$ cat src/hw/rtl/rth_pkg.sv
// Package for the RGB to HSL converter: widths, base codes and the
// record that travels down the divider chain. No dependencies.
`timescale 1ns / 1ps

package rth_pkg;

  localparam int unsigned CH_BITS    = 8;
  localparam int unsigned LIGHT_W    = CH_BITS + 1;
  localparam int unsigned REM_W      = CH_BITS + 1;
  localparam int unsigned HUE_W      = 11;
  localparam int unsigned SAT_W      = 16;
  localparam int unsigned QUO_W      = SAT_W + 1;
  localparam int unsigned NUM_CELLS  = QUO_W;
  localparam int unsigned SEXT_BITS  = 8;
  localparam int unsigned HUE_INT_W  = SEXT_BITS + 1;
  localparam int unsigned HUE_FRAC_W = QUO_W - HUE_INT_W;
  localparam int unsigned BASE_W     = HUE_W - SEXT_BITS;

  localparam logic [BASE_W-1:0] BASE_ONE   = BASE_W'(1);
  localparam logic [BASE_W-1:0] BASE_THREE = BASE_W'(3);
  localparam logic [BASE_W-1:0] BASE_FIVE  = BASE_W'(5);

  localparam logic [CH_BITS-1:0] CH_MAX = '1;

  typedef struct packed {
    logic               gray;
    logic               sub;
    logic [BASE_W-1:0]  base;
    logic [LIGHT_W-1:0] light;
    logic [CH_BITS-1:0] sat_den;
    logic [REM_W-1:0]   sat_rem;
    logic [QUO_W-1:0]   sat_quo;
    logic [CH_BITS-1:0] hue_div;
    logic [REM_W-1:0]   hue_rem;
    logic [QUO_W-1:0]   hue_quo;
  } cell_t;

endpackage

$ cat src/hw/rtl/rth_front.sv
// Input stage: max/min search, sextant choice and divider setup.
// Depends on rth_pkg.
`timescale 1ns / 1ps

module rth_front (
  input  logic                      clk_i,
  input  logic                      rst_ni,
  input  logic                      adv_i,
  input  logic                      valid_i,
  input  logic [rth_pkg::CH_BITS-1:0] red_i,
  input  logic [rth_pkg::CH_BITS-1:0] green_i,
  input  logic [rth_pkg::CH_BITS-1:0] blue_i,
  output logic                      valid_o,
  output rth_pkg::cell_t            data_o
);
  import rth_pkg::*;

  logic               valid_q;
  cell_t              data_d, data_q;
  logic [CH_BITS-1:0] v, m, vm, num;
  logic [LIGHT_W-1:0] sum, far;

  always_comb begin
    v = red_i;
    m = red_i;
    if (green_i > v) v = green_i;
    if (blue_i > v) v = blue_i;
    if (green_i < m) m = green_i;
    if (blue_i < m) m = blue_i;
    sum = LIGHT_W'(v) + LIGHT_W'(m);
    far = LIGHT_W'({CH_MAX, 1'b0}) - sum;
    vm  = v - m;

    data_d.gray  = (vm == '0);
    data_d.light = sum;
    if (red_i == v) begin
      if (green_i == m) begin
        num = v - blue_i; data_d.base = BASE_FIVE; data_d.sub = 1'b0;
      end else begin
        num = v - green_i; data_d.base = BASE_ONE; data_d.sub = 1'b1;
      end
    end else if (green_i == v) begin
      if (blue_i == m) begin
        num = v - red_i; data_d.base = BASE_ONE; data_d.sub = 1'b0;
      end else begin
        num = v - blue_i; data_d.base = BASE_THREE; data_d.sub = 1'b1;
      end
    end else begin
      if (red_i == m) begin
        num = v - green_i; data_d.base = BASE_THREE; data_d.sub = 1'b0;
      end else begin
        num = v - red_i; data_d.base = BASE_FIVE; data_d.sub = 1'b1;
      end
    end

    data_d.sat_den = (sum <= LIGHT_W'(CH_MAX)) ? sum[CH_BITS-1:0] : far[CH_BITS-1:0];
    data_d.sat_rem = REM_W'(vm);
    data_d.sat_quo = '0;
    data_d.hue_div = vm;
    data_d.hue_rem = REM_W'(num);
    data_d.hue_quo = '0;
  end

  always_ff @(posedge clk_i or negedge rst_ni) begin
    if (!rst_ni) begin
      valid_q <= 1'b0;
    end else if (adv_i) begin
      valid_q <= valid_i;
    end
  end

  always_ff @(posedge clk_i) begin
    if (adv_i) begin
      data_q <= data_d;
    end
  end

  assign valid_o = valid_q;
  assign data_o  = data_q;

endmodule

$ cat src/hw/rtl/rth_cell.sv
// One divider cell: a restoring step for the saturation and hue quotients.
// Depends on rth_pkg.
`timescale 1ns / 1ps

module rth_cell (
  input  logic           clk_i,
  input  logic           rst_ni,
  input  logic           adv_i,
  input  logic           valid_i,
  input  rth_pkg::cell_t data_i,
  output logic           valid_o,
  output rth_pkg::cell_t data_o
);
  import rth_pkg::*;

  logic             valid_q;
  cell_t            data_d, data_q;
  logic             sat_ge, hue_ge;
  logic [REM_W-1:0] sat_diff, hue_diff;

  always_comb begin
    sat_ge   = data_i.sat_rem >= REM_W'(data_i.sat_den);
    hue_ge   = data_i.hue_rem >= REM_W'(data_i.hue_div);
    sat_diff = sat_ge ? data_i.sat_rem - REM_W'(data_i.sat_den) : data_i.sat_rem;
    hue_diff = hue_ge ? data_i.hue_rem - REM_W'(data_i.hue_div) : data_i.hue_rem;

    data_d         = data_i;
    data_d.sat_rem = {sat_diff[REM_W-2:0], 1'b0};
    data_d.hue_rem = {hue_diff[REM_W-2:0], 1'b0};
    data_d.sat_quo = {data_i.sat_quo[QUO_W-2:0], sat_ge};
    data_d.hue_quo = {data_i.hue_quo[QUO_W-2:0], hue_ge};
  end

  always_ff @(posedge clk_i or negedge rst_ni) begin
    if (!rst_ni) begin
      valid_q <= 1'b0;
    end else if (adv_i) begin
      valid_q <= valid_i;
    end
  end

  always_ff @(posedge clk_i) begin
    if (adv_i) begin
      data_q <= data_d;
    end
  end

  assign valid_o = valid_q;
  assign data_o  = data_q;

endmodule

$ cat src/hw/rtl/rth_back.sv
// Output stage: hue assembly with ceiling on subtraction, saturation clamp,
// and the output register. Depends on rth_pkg.
`timescale 1ns / 1ps

module rth_back (
  input  logic                        clk_i,
  input  logic                        rst_ni,
  input  logic                        adv_i,
  input  logic                        valid_i,
  input  rth_pkg::cell_t              data_i,
  output logic                        valid_o,
  output logic [rth_pkg::HUE_W-1:0]   hue_o,
  output logic [rth_pkg::SAT_W-1:0]   saturation_o,
  output logic [rth_pkg::LIGHT_W-1:0] lightness_o
);
  import rth_pkg::*;

  logic                 valid_q;
  logic [HUE_W-1:0]     hue_d, hue_q, base_w, q_w;
  logic [SAT_W-1:0]     sat_d, sat_q;
  logic [LIGHT_W-1:0]   light_q;
  logic [HUE_INT_W-1:0] q_int;
  logic                 frac_nz;

  always_comb begin
    q_int   = data_i.hue_quo[QUO_W-1 -: HUE_INT_W];
    frac_nz = (data_i.hue_quo[HUE_FRAC_W-1:0] != '0) || (data_i.hue_rem != '0);
    base_w  = {data_i.base, {SEXT_BITS{1'b0}}};
    q_w     = HUE_W'(q_int);
    if (data_i.gray) begin
      hue_d = '0;
      sat_d = '0;
    end else begin
      hue_d = data_i.sub ? base_w - q_w - HUE_W'(frac_nz) : base_w + q_w;
      sat_d = data_i.sat_quo[QUO_W-1] ? '1 : data_i.sat_quo[SAT_W-1:0];
    end
  end

  always_ff @(posedge clk_i or negedge rst_ni) begin
    if (!rst_ni) begin
      valid_q <= 1'b0;
    end else if (adv_i) begin
      valid_q <= valid_i;
    end
  end

  always_ff @(posedge clk_i) begin
    if (adv_i) begin
      hue_q   <= hue_d;
      sat_q   <= sat_d;
      light_q <= data_i.light;
    end
  end

  assign valid_o      = valid_q;
  assign hue_o        = hue_q;
  assign saturation_o = sat_q;
  assign lightness_o  = light_q;

endmodule

$ cat src/hw/rtl/rgb_to_hsl.sv
// RGB to HSL converter top level: front stage, chain of divider cells,
// output stage. Depends on rth_pkg, rth_front, rth_cell, rth_back.
// Pipeline: 1 front stage, 17 divider cells and 1 output register lie between
// an accepted input transaction and output valid.
// Throughput: one transaction per cycle; the whole chain holds while the
// output register is full and stalled. Reset clears all valid bits.
`timescale 1ns / 1ps

module rgb_to_hsl (
  input  logic                        clk_i,
  input  logic                        rst_ni,
  input  logic                        valid_i,
  output logic                        stall_o,
  input  logic [rth_pkg::CH_BITS-1:0] red_i,
  input  logic [rth_pkg::CH_BITS-1:0] green_i,
  input  logic [rth_pkg::CH_BITS-1:0] blue_i,
  output logic                        valid_o,
  input  logic                        stall_i,
  output logic [rth_pkg::HUE_W-1:0]   hue_o,
  output logic [rth_pkg::SAT_W-1:0]   saturation_o,
  output logic [rth_pkg::LIGHT_W-1:0] lightness_o
);
  import rth_pkg::*;

  logic  adv;
  logic  chain_valid [NUM_CELLS+1];
  cell_t chain_data  [NUM_CELLS+1];

  assign adv     = !(valid_o && stall_i);
  assign stall_o = !adv;

  rth_front u_front (
    .clk_i   (clk_i),
    .rst_ni  (rst_ni),
    .adv_i   (adv),
    .valid_i (valid_i),
    .red_i   (red_i),
    .green_i (green_i),
    .blue_i  (blue_i),
    .valid_o (chain_valid[0]),
    .data_o  (chain_data[0])
  );

  for (genvar i = 0; i < NUM_CELLS; i++) begin : g_cell
    rth_cell u_cell (
      .clk_i   (clk_i),
      .rst_ni  (rst_ni),
      .adv_i   (adv),
      .valid_i (chain_valid[i]),
      .data_i  (chain_data[i]),
      .valid_o (chain_valid[i+1]),
      .data_o  (chain_data[i+1])
    );
  end

  rth_back u_back (
    .clk_i        (clk_i),
    .rst_ni       (rst_ni),
    .adv_i        (adv),
    .valid_i      (chain_valid[NUM_CELLS]),
    .data_i       (chain_data[NUM_CELLS]),
    .valid_o      (valid_o),
    .hue_o        (hue_o),
    .saturation_o (saturation_o),
    .lightness_o  (lightness_o)
  );

endmodule
$ cat config.mk
export PLATFORM = sky130hd
export DESIGN_NAME = rgb_to_hsl
export DESIGN_NICKNAME = d
export VERILOG_FILES = /design/src/hw/rtl/rth_pkg.sv /design/src/hw/rtl/rth_front.sv /design/src/hw/rtl/rth_cell.sv /design/src/hw/rtl/rth_back.sv /design/src/hw/rtl/rgb_to_hsl.sv
export SDC_FILE = /design/constraint.sdc
export NUM_CORES = 2
export LEC_CHECK = 0
export BUFFER_PORTS_ARGS = -buffer_cell sky130_fd_sc_hd__buf_2
export CAP_MARGIN = 20
export CORE_MARGIN = 2
export CORE_UTILIZATION = 50
export CTS_BUF_LIST = sky130_fd_sc_hd__clkbuf_8
export DETAILED_ROUTE_END_ITERATION = 16
export GPL_TIMING_DRIVEN = 0
export PLACE_DENSITY = 0.66
export REMOVE_ABC_BUFFERS = 1
export SKIP_CTS_REPAIR_TIMING = 1
export SYNTH_ARGS = -nofsm -noshare
export SYNTH_HDL_FRONTEND = slang
export SYNTH_SLANG_ARGS = --single-unit
$ cat constraint.sdc
create_clock -name clk_i -period 47.9 [get_ports clk_i]
set_input_delay 7.185 -clock clk_i [delete_from_list [all_inputs] [get_ports clk_i]]
set_output_delay 7.185 -clock clk_i [all_outputs]
set_load 0.05 [all_outputs]
======== Yosys cells after proc, flatten, opt, wreduce, memory -nomap -nowiden ========
Index checks and enable logic that the tools add are counted.
word-level totals
  register bits after elaboration ......... 1157
  output and inout port bits .............. 38
cells by class
  $add $sub $neg .......................... 42
  order comparisons ....................... 39
  equality and inequality tests ........... 5
  multiplexer cells ....................... 50
  reduce and logical (&&, ||, !) cells .... 5
operators with widths
  cell                                                  count
  two-way mux 8 bit                                     43
  subtractor 8 bit                                      37
  >= comparator 9 x 8 -> 1 bit                          32
  == test 8 bit                                         5
  two-way mux 4 bit                                     5
  >= comparator 8 bit                                   2
  > comparator 8 bit                                    2
  less-than comparator 8 bit                            2
  two-way mux 16 bit                                    1
  adder 11 x 9 -> 11 bit                                1
  two-way mux 11 bit                                    1
  subtractor 11 x 1 -> 11 bit                           1
  subtractor 11 x 9 -> 11 bit                           1
  adder 8 x 8 -> 9 bit                                  1
  <= comparator 9 x 8 -> 1 bit (second input constant)  1
  nonzero test 9 bit                                    1
  zero test 8 bit                                       1
  nonzero test 8 bit                                    1
  subtractor 8 bit (first input constant)               1
  logical AND 1 bit                                     1
  logical OR 1 bit                                      1

======== Depth between registers and ports, before layout ========
  word-level depth ........................ 8
  gate-level depth with buffers ........... 33

======== Modules after synthesis ========
Synthesis repeated with hierarchy kept, for this count alone.
unflattened totals
  cells, all modules ...................... 4338
  area, all modules ....................... 65073.7 um^2
by module, submodules not included
  module                             times used  cells an instance  area an instance (um^2)  sequential area each (um^2)
  rth_cell at g_cell[13].u_cell ...  11          211                3404.5                   2427.3
  rth_cell at g_cell[0].u_cell ...   5           214                3428.3                   2427.3
  rth_front                          1           552                4939.7                   1076.0
  rth_cell at g_cell[12].u_cell      1           216                3525.9                   2427.3
  rth_back                           1           177                2006.9                   1106.1
  rgb_to_hsl                         1           2                  10.0                     0.0

======== Worst setup path before layout ========
Ideal clock, no wire load.
  kind .................................... input to output
  start ................................... in stall_i
  end ..................................... out stall_o
  arrival ................................. 46.021 ns
  setup slack ............................. -5.306 ns
  stages .................................. 3
  path buffers ............................ 1
  path through ............................ nand2_1 clkbuf_1 inv_1
between the ends
  longest elaborated chain between the ends .. 1
RTL lines
  what               RTL line          source
  from (decl)        rgb_to_hsl.sv:18  input logic stall_i,
  logical AND 1 bit  rgb_to_hsl.sv:29  assign adv = !(valid_o && stall_i);
  to (decl)          rgb_to_hsl.sv:13  output logic stall_o,
No other way between the ends.

======== Worst setup path in the final report ========
Ends and elaborated chain as after synthesis.

==> impl_metrics.toml <==
[placement]
gp_congestion = 0.856
port_buffers = 65
dp_hpwl_um = 56300

[cells_and_area]
layout_common_cells = "1086 x edfxtp_1, 576 x inv_1, 345 x ha_1"
drive_above_1_share = 0.0844
final_common_cell = "edfxtp_1"
finalNetCount = 4424
area_growth_pct = 11.0
nFillCells = 8023

[logic_synthesis]
synth-edff-count = 1086
yosysTopAreaCell = "edfxtp_1"
synth_top_area_frac = 0.647
ys_seq_area_frac = 0.656
async_reset_ff_frac = 0.0172
synth.area.top_cells = "edfxtp_1 65%, ha_1 8.6%, inv_1 3.9%, o21ai_0 3.3%, nand2_1 2.0%"
synthCells = 3802
synth-seq-cells = 1105
ys.flop_type = "edfxtp_1"
syn_area_mm2 = 0.0504
avgSynthCellArea_um2 = 13.3
synth.distinct_cells = 68
yosys_warnings = 0

[clocking]
cts_tree = "yes"
numCtsBuffers = 177
clk_pin_slew_worst_paths_ns = 0.06
cts.htree.levels = 4
clk_latency_ns = 0.82
clockBufferDepth = 3
root_buffer = "clkbuf_8"
clkSinkCount = 1105

[worst_setup_path]
end_kind = "output port"
cp_slowest_cell = "nand2_4"
worstReg2RegStart = "g_cell[6].u_cell.data_o[27]"
r2r-end = "g_cell[7].u_cell.data_o[24]"
reg2regPathDepth = 12
arrival_ns = 8.18
required_ns = 40.72
r2r_slack_ns = 44.30
worstPathCellList = "buf_2 -> nand2_4 -> inv_1 -> buf_2"
worst_path_most_repeated_cell = "buf_2"
critPathMaxFanout = 55
timing_worst_setup_path_type = "in -> out"
cp-start-kind = "input port"
critPathLaunch = "stall_i"
max_stage_delay_ns = 0.55

[routing]
num_vias = 28000
drt-total-wl_um = 78600
ant_nets = 0
route.detailed.drc = 0
first_iter_violations = 1346
wl_per_cell_um = 14.4
vias_per_cell = 5.13
first_pass_iters = 5

[die]
start_util = 0.504
die_area_mm2 = 0.103
core_area_mm2 = 0.100
core.rowCount = 116
chipWidth_um = 322
io_pins = 66
die_h_um = 322

[sta]
timing.slew.headroom = 0.359
finalSetupViolations = 0
max_freq_mhz = 65.1
finalHoldViolations = 0
post-route-min-period_ns = 15.36
finClkSkew_ns = 0.0391
worstMarginPinSlew_ns = 0.962
period_share = 0.321
drv_slew = 0
rsz0062_at_grt = "no"
tns_ns = 0

[grt]
grt_max_degree = 74
grtUsageTotal = 0.156
grt_pass1_vias = 28700
grt_first_pass_wirelength_um = 131000
gr-total-overflow = 0
antenna_found_initial = 3

[min_path]
hold_depth = 0
holdCritStartpoint = "g_cell[3].u_cell.data_o[35]"
hold_path.class = "reg -> reg"
min_to = "g_cell[4].u_cell.data_o[36]"

[status]
status = "finished clean"

[job]
drv_cap = 0
## cell type report
class	instances	area, um^2	area share
Antenna cell	3	7.51	0.000134
Clock buffer	179	2460	0.0440
Clock inverter	144	774	0.0138
Inverter	521	1960	0.0349
Multi-Input combinational cell	2124	15200	0.271
Sequential cell	1105	33100	0.591
Tap cell	1298	1620	0.0290
Timing Repair Buffer	86	853	0.0152
## worst max-delay path by stage
stage / to / slack, ns / cells past startpoint
after CTS: stall_o / 32.48 / 4
after global routing: stall_o / 32.41 / 4
final: stall_o / 32.54 / 4
after floorplan: stall_o / 3.00 / 2
after global placement: stall_o / 1.83 / 4
after detailed placement: stall_o / 32.49 / 4
## cells in the mapped netlist, types with 27 or more instances
master    number
o21bai_1      34
or4_1         31
o21ai_0      334
o31ai_1       63
edfxtp_1    1086
nand2_1      274
nor2b_1       85
a21oi_1      148
ha_1         345
xor2_1        91
nand4_1       42
clkbuf_1      48
a21boi_0      45
nor2_1       222
a21o_1        45
nand2b_1      27
fa_1          36
xnor2_1       70
o211a_1       32
nand3_1       42
inv_1        521
## through the flow
| stage | hold slack, ns | std cells | setup slack [ns] | area, um^2 | util |
|---|---|---|---|---|---|
| 6_report | 0.384 | 5460 | 32.54 | 56000 | 0.560 |
| 4_1_cts | 0.382 | 5456 | 32.48 | 55900 | 0.559 |
| 3_5_place_dp | 0.405 | 5133 | 32.49 | 52700 | 0.527 |
| 5_1_grt | 0.392 | 5459 | 32.41 | 56000 | 0.560 |
| 2_1_floorplan | 0.400 | 3750 | 3.00 | 50200 | - |
| 3_3_place_gp | 0.400 | 5113 | 1.83 | 52200 | 0.522 |
## sequential cells by signal, summed over array words and instances, names as in the netlist
signal and count:
g_cell.u_cell.data_o 1015, u_front.data_o 35, g_cell.u_cell.valid_o 17, u_back.saturation_o 16, u_back.hue_o 11, u_back.lightness_o 9
u_back.valid_o 1, u_front.valid_o 1
## cells by family (layout without fill, tap and decap cells)
logic type      count (synthesis)  in the layout  synth area share
compound gates                757            757            0.0918
xor+xnor                      162            162            0.0283
fa+ha+maj                     381            381            0.0999
buf+inv                       573            930            0.0428
flops                        1105           1105             0.656
mux                            38             38           0.00816
other cells                     0              3                 0
simple gates                  786            786            0.0729
## per-layer routing
layer | wire length [um] | vias to the layer above | global-route usage | part of all wire
met1 | 30700 | 13300 | 0.166 | 0.39
met5 | 12 | - | 0 | 0.00015
li1 | - | 14100 | - | -
met3 | 2850 | 186 | 0.0324 | 0.036
met2 | 42400 | 415 | 0.293 | 0.54
met4 | 2570 | 2 | 0.0695 | 0.033
## worst max-delay path, delay by kind of cell
family	cells	cell delay, ns
buffers and inverters	3	0.44
AND/OR/NAND/NOR	1	0.55
Power is left out: the tool's default activity adds up to more than one toggle a clock period on the data nets, which glitch-free logic cannot reach.
